===== config.mk =====
export PLATFORM = sky130hd
export DESIGN_NAME = tws_alu
export DESIGN_NICKNAME = d
export VERILOG_FILES = /design/src/rtl/tws_alu.sv
export SDC_FILE = /design/constraint.sdc
export NUM_CORES = 1
export LEC_CHECK = 0
export BUFFER_PORTS_ARGS = -buffer_cell sky130_fd_sc_hd__buf_2
export CORE_UTILIZATION = 44
export DETAILED_ROUTE_END_ITERATION = 8
export GPL_ROUTABILITY_DRIVEN = 1
export PLACE_DENSITY = 0.92
export SYNTH_ARGS = -nofsm -noshare
export SYNTH_HDL_FRONTEND = slang
export SYNTH_SLANG_ARGS = --single-unit

===== constraint.sdc =====
create_clock -name vclk -period 4.15
set_clock_uncertainty 0.15 [all_clocks]
set_input_delay 0.83 -clock vclk [all_inputs]
set_output_delay 0.83 -clock vclk [all_outputs]
set_load 0.02 [all_outputs]

===== src/rtl/tws_alu.sv =====
`default_nettype none

module tws_alu #(
   parameter int W = 28
) (
   input  wire logic [W-1:0] op_a,
   input  wire logic [W-1:0] op_b,
   input  wire logic [W-1:0] cmp_ref,
   output logic      [W-1:0] sum,
   output logic              gt
);

   // shared adder: totals, scaling steps and running sums all pass here
   assign sum = op_a + op_b;
   assign gt  = (sum > cmp_ref);

endmodule

`default_nettype wire


==> After elaboration in Yosys (flattened, before gate mapping) <==
Index checks and enable logic that the tools add are counted.
{ "op_classes": {"addsub": 1, "magnitude_cmp": 1} }
{ "op_table": {"columns": ["operator", "count"], "rows": [
  ["28-bit adder", 1],
  ["28-bit > comparator", 1]
]} }
{ "word_totals": {"ff_bits": 0, "in_bits": 84} }

==> Logic depth before layout (Yosys ltp) <==
Gate-level depths: netlist of run 1.
{ "depth": {"word_depth": 2, "mapped_depth": 17, "mapped_depth_nobuf": 17} }

==> Worst setup path before layout of run 1 <==
Ideal clock, no wire load.
{ "synth_path": {"path_kind": "in2out", "from": "input op_a[0]", "to": "output gt", "arrival_time_ps": 3851, "t_required_ps": 3170, "path_slack_ps": -681, "stages": 17, "cell_sequence": "ha_1 > inv_1 > fa_1 > nor2b_1 > o2111ai_1 > a211oi_1 > nor2_1 > o21ai_1 > a21oi_1 > xnor2_1 > ha_1 > a21o_1 > a21o_1 > a21oi_1 > o21ai_0 > o21ai_0 > nor2_1"} }
{ "synth_via": {"elab_chain_len": 2} }
{ "synth_rtl": {"columns": ["item", "line", "rtl"], "rows": [
  ["from (decl)", "6", "input wire logic [W-1:0] op_a,"],
  ["28-bit adder", "14", "assign sum = op_a + op_b;"],
  ["named net sum[20]", "9", "output logic [W-1:0] sum,"],
  ["28-bit > comparator", "15", "assign gt = (sum > cmp_ref);"],
  ["to (decl)", "10", "output logic gt"]
]} }
The timed path passes the listed nets, and every way through them passes these cells.

==> Worst setup path in the final report of run 1 <==
{ "layout_path": {"from": "input op_a[4]", "to": "output gt"} }
{ "layout_via": {"elab_chain_len": 2} }
{ "layout_rtl": {"columns": ["item", "line"], "rows": [
  ["28-bit adder", "14"],
  ["28-bit > comparator", "15"]
]} }
Every way passes these cells.

==> parameters.txt, run 1 <==
Parameter                              Value

Floorplanning
  Vertical extent of the die    72.26 um
  Top-level port count    113
  Die Outline Area    5222 um2
  Row count    25
  Die Wd    72.26 um
  Core ar.    4723 um2
  Initial core utilization    45.99%

Critical path
  Crit path buffers/inverters    4
  Worst setup SP type    input port
  Cell with the largest stage delay on the worst path    ha_1
  Largest stage delay on the critical path    0.30 ns
  Worst Path Arrival    4.02 ns
  Worst path top cell family by delay    compound AO/OA/AOI/OAI gates
  Category of the critical setup timing path    input port to primary output
  Required time of the critical path    3.17 ns
  Cells along the critical path    buf_2 -> ha_4 -> o211ai_1 -> o21bai_4 -> o2111ai_2 -> buf_4 -> and2_4 -> a21oi_4 -> buf_4 -> xor2_4 -> ha_1 -> a21o_1 -> a21o_1 -> a21oi_2 -> o21ai_1 -> a311oi_2 -> nor2_2 -> buf_6
  Critical path endpoint category    primary output
  Peak fanout along the critical path    3

Outcome
  Status    finished, violations left
  Failing checks    negative setup slack

STA
  Slew Limit Headroom    70.27%
  RSZ-0062 raised after global routing    yes
  Final worst slack    -0.8484 ns
  Worst slack on hold paths    1.872 ns
  Number of max-slew violations in the final report    0
  Max Clk Rate    0.2001 GHz
  Final worst-path cycle share    120.4%
  Final setup viols    4
  Final hold violation count    0
  Final TNS setup    -0.9714 ns
  Worst Tran Pin Value    0.4427 ns
  Time the worst path needs with I/O delays and setup    4.998 ns

Global route
  Number of global-route vias before repair    3474
  Grt total ovfl    0
  Largest net degree at the start of global routing    7
  Antenna violations before repair    0
  First-pass GRT wire length    15410 um
  Total global routing track utilization    37.16%

Finish
  Multi-input logic area    2379 um2
  Most frequent cells in the layout    105 x buf_2, 93 x buf_4, 48 x ha_1, 33 x inv_1
  Fin cells    573
  Count of clock-net buffers in the final layout    0
  Filler instances    236
  Register area    0 um2
  Antenna fix cells    0
  Synthesis-to-layout area growth    81.97%
  Net count reported at finish    648
  Sequential cell count of the final layout    0
  Commonest non-fill, non-tap cell in the layout    buf_2
  Proportion of layout cells with a drive suffix above 1    52.96%

Pwr
  VDD IR-drop max    106.6 uV
  Leakage power    2.134 nW
  Pwr/cell area    250.0 nW/um2

Route
  Antenna-violating nets left    0
  Violation count after the first detailed-route iteration    288
  First drt pass iteration count    6
  DR vias/cell    6.429
  Number of vias after detailed routing    3684
  Wire length per cell after detailed routing    20.41 um
  DRC violations left    0
  Total Routed Length    11700 um

Placed design
  Cell count after placement    560
  Number of buffers added on ports    113
  Half-perimeter wire length of the detailed placement result    7460 um
  RePlAce Congestion    0.9192

Yosys
  Top cells by area in the synthesized netlist    ha_1 32%, a21o_1 7.3%, a21oi_1 6.5%
  Mapped Nets    445
  Share of Yosys cell area claimed by the top area cell type    31.68%
  Sequential element share of the synthesized area    0%
  Count of unique library cells instantiated by Yosys    44
  Synthesized area per cell    7.122 um2
  Post-synthesis instance total    305
  Area leader, netlist    ha_1
  Post-synthesis instance area    2172 um2
  Number of warnings reported in the yosys synthesis log    0

Flow run
  # Max-Cap Violations    0

Worst hold path
  Worst hold path type    input port to primary output

Clocking
  Total of hold buffers inserted after clock tree synthesis    0
==> power breakdown <==
group,switching (mW),internal [mW],leakage [nW]
Sequential,0,0,0
Combinational,0.538,0.450,2.13
Clock,0,0,0
Total,0.538,0.450,2.13
==> layout make-up <==
type	instances	share of cell area, %
Tap cell	67	2.121
Timing Repair Buffer	210	34.38
Inverter	35	3.324
Multi-Input combinational cell	261	60.18
==> cell families after synthesis <==
logic type	count (synthesis)	share of synthesized area, %
compound gates	101	31.22
xor+xnor	25	10.08
fa+ha+maj	56	32.60
buf+inv	44	8.238
simple gates	79	17.86
==> cells in the mapped netlist (all sizes together) (3+ instances only) <==
| library cell | instances |
|---|---|
| a211oi | 4 |
| a21o | 21 |
| a21oi | 28 |
| a31oi | 8 |
| and2 | 3 |
| buf | 4 |
| clkbuf | 5 |
| ha | 55 |
| inv | 35 |
| nand2 | 22 |
| nand3 | 6 |
| nand4 | 14 |
| nor2 | 18 |
| nor2b | 3 |
| nor3 | 7 |
| o211ai | 3 |
| o21a | 5 |
| o21ai | 16 |
| xnor2 | 14 |
| xor2 | 11 |
==> final timing paths <==
check | startpoint | to | slack [ns] | cells after the start
worst max-delay path | op_a[4] | gt | -0.85 | 18
worst min-delay path | op_b[0] | sum[0] | 1.87 | 3
==> worst min-delay path, cell delays in order <==
cell and delay, ns:
buf_8 0.08, ha_4 0.12, buf_2 0.16
==> metal layers <==
metal	track usage [%]	wire (um)	vias up
met3	8.194	1166	141
met5	0	0	-
li1	-	-	1528
met2	67.29	5528	363
met1	39.01	3900	1652
met4	22.66	1100	0
==> per-stage QoR <==
| stage | power (mW) | util, % | instance area, um2 | setup slack [ns] |
|---|---|---|---|---|
| 4_1_cts | 0.8636 | 81.25 | 3837 | -0.6143 |
| 3_3_place_gp | 0.7554 | 76.26 | 3602 | -0.6850 |
| 6_report | 0.9882 | 83.68 | 3953 | -0.8484 |
| 5_1_grt | 1.031 | 83.68 | 3953 | -0.9555 |
| 2_1_floorplan | 0.4635 | - | 2382 | -0.3866 |
| 3_5_place_dp | 0.8003 | 76.26 | 3602 | -0.9003 |
==> what timing repair did <==
item	4_1_cts	5_1_grt
buffers inserted	11	3
pin swaps	28	21
setup endpoints to repair	2	3
gates resized for setup	31	24
(Power assumes the default switching activity.)
==> run 2: changes to the inputs <==
--- a/config.mk
+++ b/config.mk
@@ -10,6 +10,7 @@
 export DETAILED_ROUTE_END_ITERATION = 8
 export GPL_ROUTABILITY_DRIVEN = 1
 export PLACE_DENSITY = 0.92
+export REMOVE_ABC_BUFFERS = 1
 export SYNTH_ARGS = -nofsm -noshare
 export SYNTH_HDL_FRONTEND = slang
 export SYNTH_SLANG_ARGS = --single-unit
==> parameters.txt, run 2 (synthesis gave the netlist of run 1 again) <==
Parameter                              Value

Global route
  Number of global-route vias before repair    3496 (+0.63%)
  First-pass GRT wire length    15380 um (-0.18%)
  Antenna violations before repair    0 (unchanged)
  Largest net degree at the start of global routing    8 (+1)
  Total global routing track utilization    36.76% (-0.40 points)
  Grt total ovfl    0 (unchanged)

Placed design
  Half-perimeter wire length of the detailed placement result    7309 um (-2.0%)
  Cell count after placement    564 (+0.71%)
  RePlAce Congestion    0.9968 (+8.4%)
  Placement Cell Area    3435 um2 (-4.7%)
  Number of buffers added on ports    113 (unchanged)

STA
  Time the worst path needs with I/O delays and setup    5.115 ns (+0.1162 ns)
  Final hold violation count    0 (unchanged)
  Final setup viols    1 (-3)
  Slew Limit Headroom    67.20% (-3.1 points)
  Number of max-slew violations in the final report    0 (unchanged)
  Final worst-path cycle share    123.2% (+2.8 points)
  RSZ-0062 raised after global routing    yes
  Worst Tran Pin Value    0.4859 ns (+0.04314 ns)
  Max Clk Rate    0.1955 GHz (-2.3%)
  Final worst slack    -0.9646 ns (-0.1162 ns)

Floorplanning
  Vertical extent of the die    72.26 um (unchanged)
  Top-level port count    113 (unchanged)
  Die Wd    72.26 um (unchanged)
  Initial core utilization    45.99% (unchanged)
  Row count    25 (unchanged)
  Die Outline Area    5222 um2 (unchanged)
  Core ar.    4723 um2 (unchanged)

Pwr
  Leakage power    2.084 nW (-2.3%)
  VDD IR-drop max    115.6 uV (+8.4%)
  Internal cell power    421.7 uW (-6.4%)
  Combinational group share of total power    100.0% (about the same)
  Clock power frac    0% (unchanged)
  Pwr/cell area    244.9 nW/um2 (-2.0%)
  Switching Power    516.3 uW (-4.0%)
  Net switching fraction of the power    55.05% (+0.62 points)
  Overall power of the completed layout    938.0 uW (-5.1%)
  Sequential share of power    0% (unchanged)

Finish
  Commonest non-fill, non-tap cell in the layout    buf_2
  Antenna fix cells    0 (unchanged)
  Register area    0 um2 (unchanged)
  Count of clock-net buffers in the final layout    0 (unchanged)
  Fin cells    570 (-0.52%)
  Proportion of layout cells with a drive suffix above 1    50.70% (-2.3 points)
  Multi-input logic area    2293 um2 (-3.6%)
  Net count reported at finish    645 (-0.46%)
  Final design instance area without fill    3830 um2 (-3.1%)
  Most frequent cells in the layout    105 x buf_2, 94 x buf_4, 46 x ha_1, 34 x inv_1, 22 x nand2_1
  Synthesis-to-layout area growth    76.32%
  Sequential cell count of the final layout    0 (unchanged)
  Filler instances    245 (+3.8%)

Critical path
  Worst setup SP type    input port
  Worst Path Arrival    4.13 ns (+0.11 ns)
  Required time of the critical path    3.17 ns (about the same)
  Peak fanout along the critical path    2 (-1)
  Start point of the critical path    op_a[1]
  Critical path endpoint category    primary output
  Category of the critical setup timing path    input port to primary output

Route
  Violation count after the first detailed-route iteration    357 (+24%)
  Wire length per cell after detailed routing    19.80 um (-3.0%)
  Number of vias after detailed routing    3643 (-1.1%)
  DR vias/cell    6.391 (-0.59%)
  Antenna-violating nets left    0 (unchanged)
  Total Routed Length    11290 um (-3.5%)
  DRC violations left    0 (unchanged)
  First drt pass iteration count    7 (+1)

Worst hold path
  Worst hold path type    input port to primary output
  Launch point of the worst hold path    op_a[0]

Flow run
  # Max-Cap Violations    0 (unchanged)

Outcome
  Status    finished, violations left
  Failing checks    negative setup slack
run 2: worst max-delay path, stage by stage:
cell and delay, ns:
buf_2 0.13, ha_4 0.23, a211oi_4 0.30, o21bai_4 0.11, o2111ai_2 0.24, and2_4 0.21, a21oi_4 0.06, a21boi_2 0.23
xnor2_2 0.21, ha_1 0.33, a21o_1 0.21, a21o_1 0.17, a21oi_2 0.14, o21ai_1 0.09, a311oi_1 0.34, nor2_1 0.12
buf_4 0.17
run 2: timing repair:
action / 4_1_cts / 5_1_grt
hold buffers: 0 / 0
endpoints found under the setup margin: 2 / 2
resized for setup: 43 / 24
pin swaps: 26 / 29
cloned: 0 / 0
setup buffers: 3 / 3
run 2: through the flow:
| stage | util (%) | hold WS [ns] | TNS [ns] | setup WS, ns |
|---|---|---|---|---|
| after global placement | 72.72 | 1.867 | -0.6901 | -0.6901 |
| after floorplan | - | 1.724 | -0.6808 | -0.6808 |
| after global routing | 81.09 | 1.872 | -1.097 | -1.074 |
| after detailed placement | 72.72 | 1.886 | -0.8970 | -0.8970 |
| after CTS | 78.15 | 1.881 | -0.6319 | -0.6319 |
| final | 81.09 | 1.862 | -0.9646 | -0.9646 |
run 2: final cells by class:
type | instances | area share (%)
inverters | 35 | 3.430
multi-input cells | 261 | 59.88
well taps | 67 | 2.189
repair buffers | 207 | 34.50
run 2: layer usage:
layer	vias up	track usage [%]	routed length [um]
met1	1608	37.75	3710
met5	-	0	0
met2	361	66.56	5203
met3	161	6.944	1211
met4	0	26.36	1161
li1	1513	-	-
run 2: final timing paths:
check,endpoint,slack [ns],depth (start not counted)
max,gt,-0.96,17
min,sum[0],1.86,3
run 2: power by group through the flow:
| stage | clock, mW | sequential (mW) | combinational [mW] |
|---|---|---|---|
| floorplan | 0 | 0 | 0.418 |
| global placement | 0 | 0 | 0.717 |
| detailed placement | 0 | 0 | 0.759 |
| CTS | 0 | 0 | 0.818 |
| global route | 0 | 0 | 0.982 |
| finish | 0 | 0 | 0.938 |
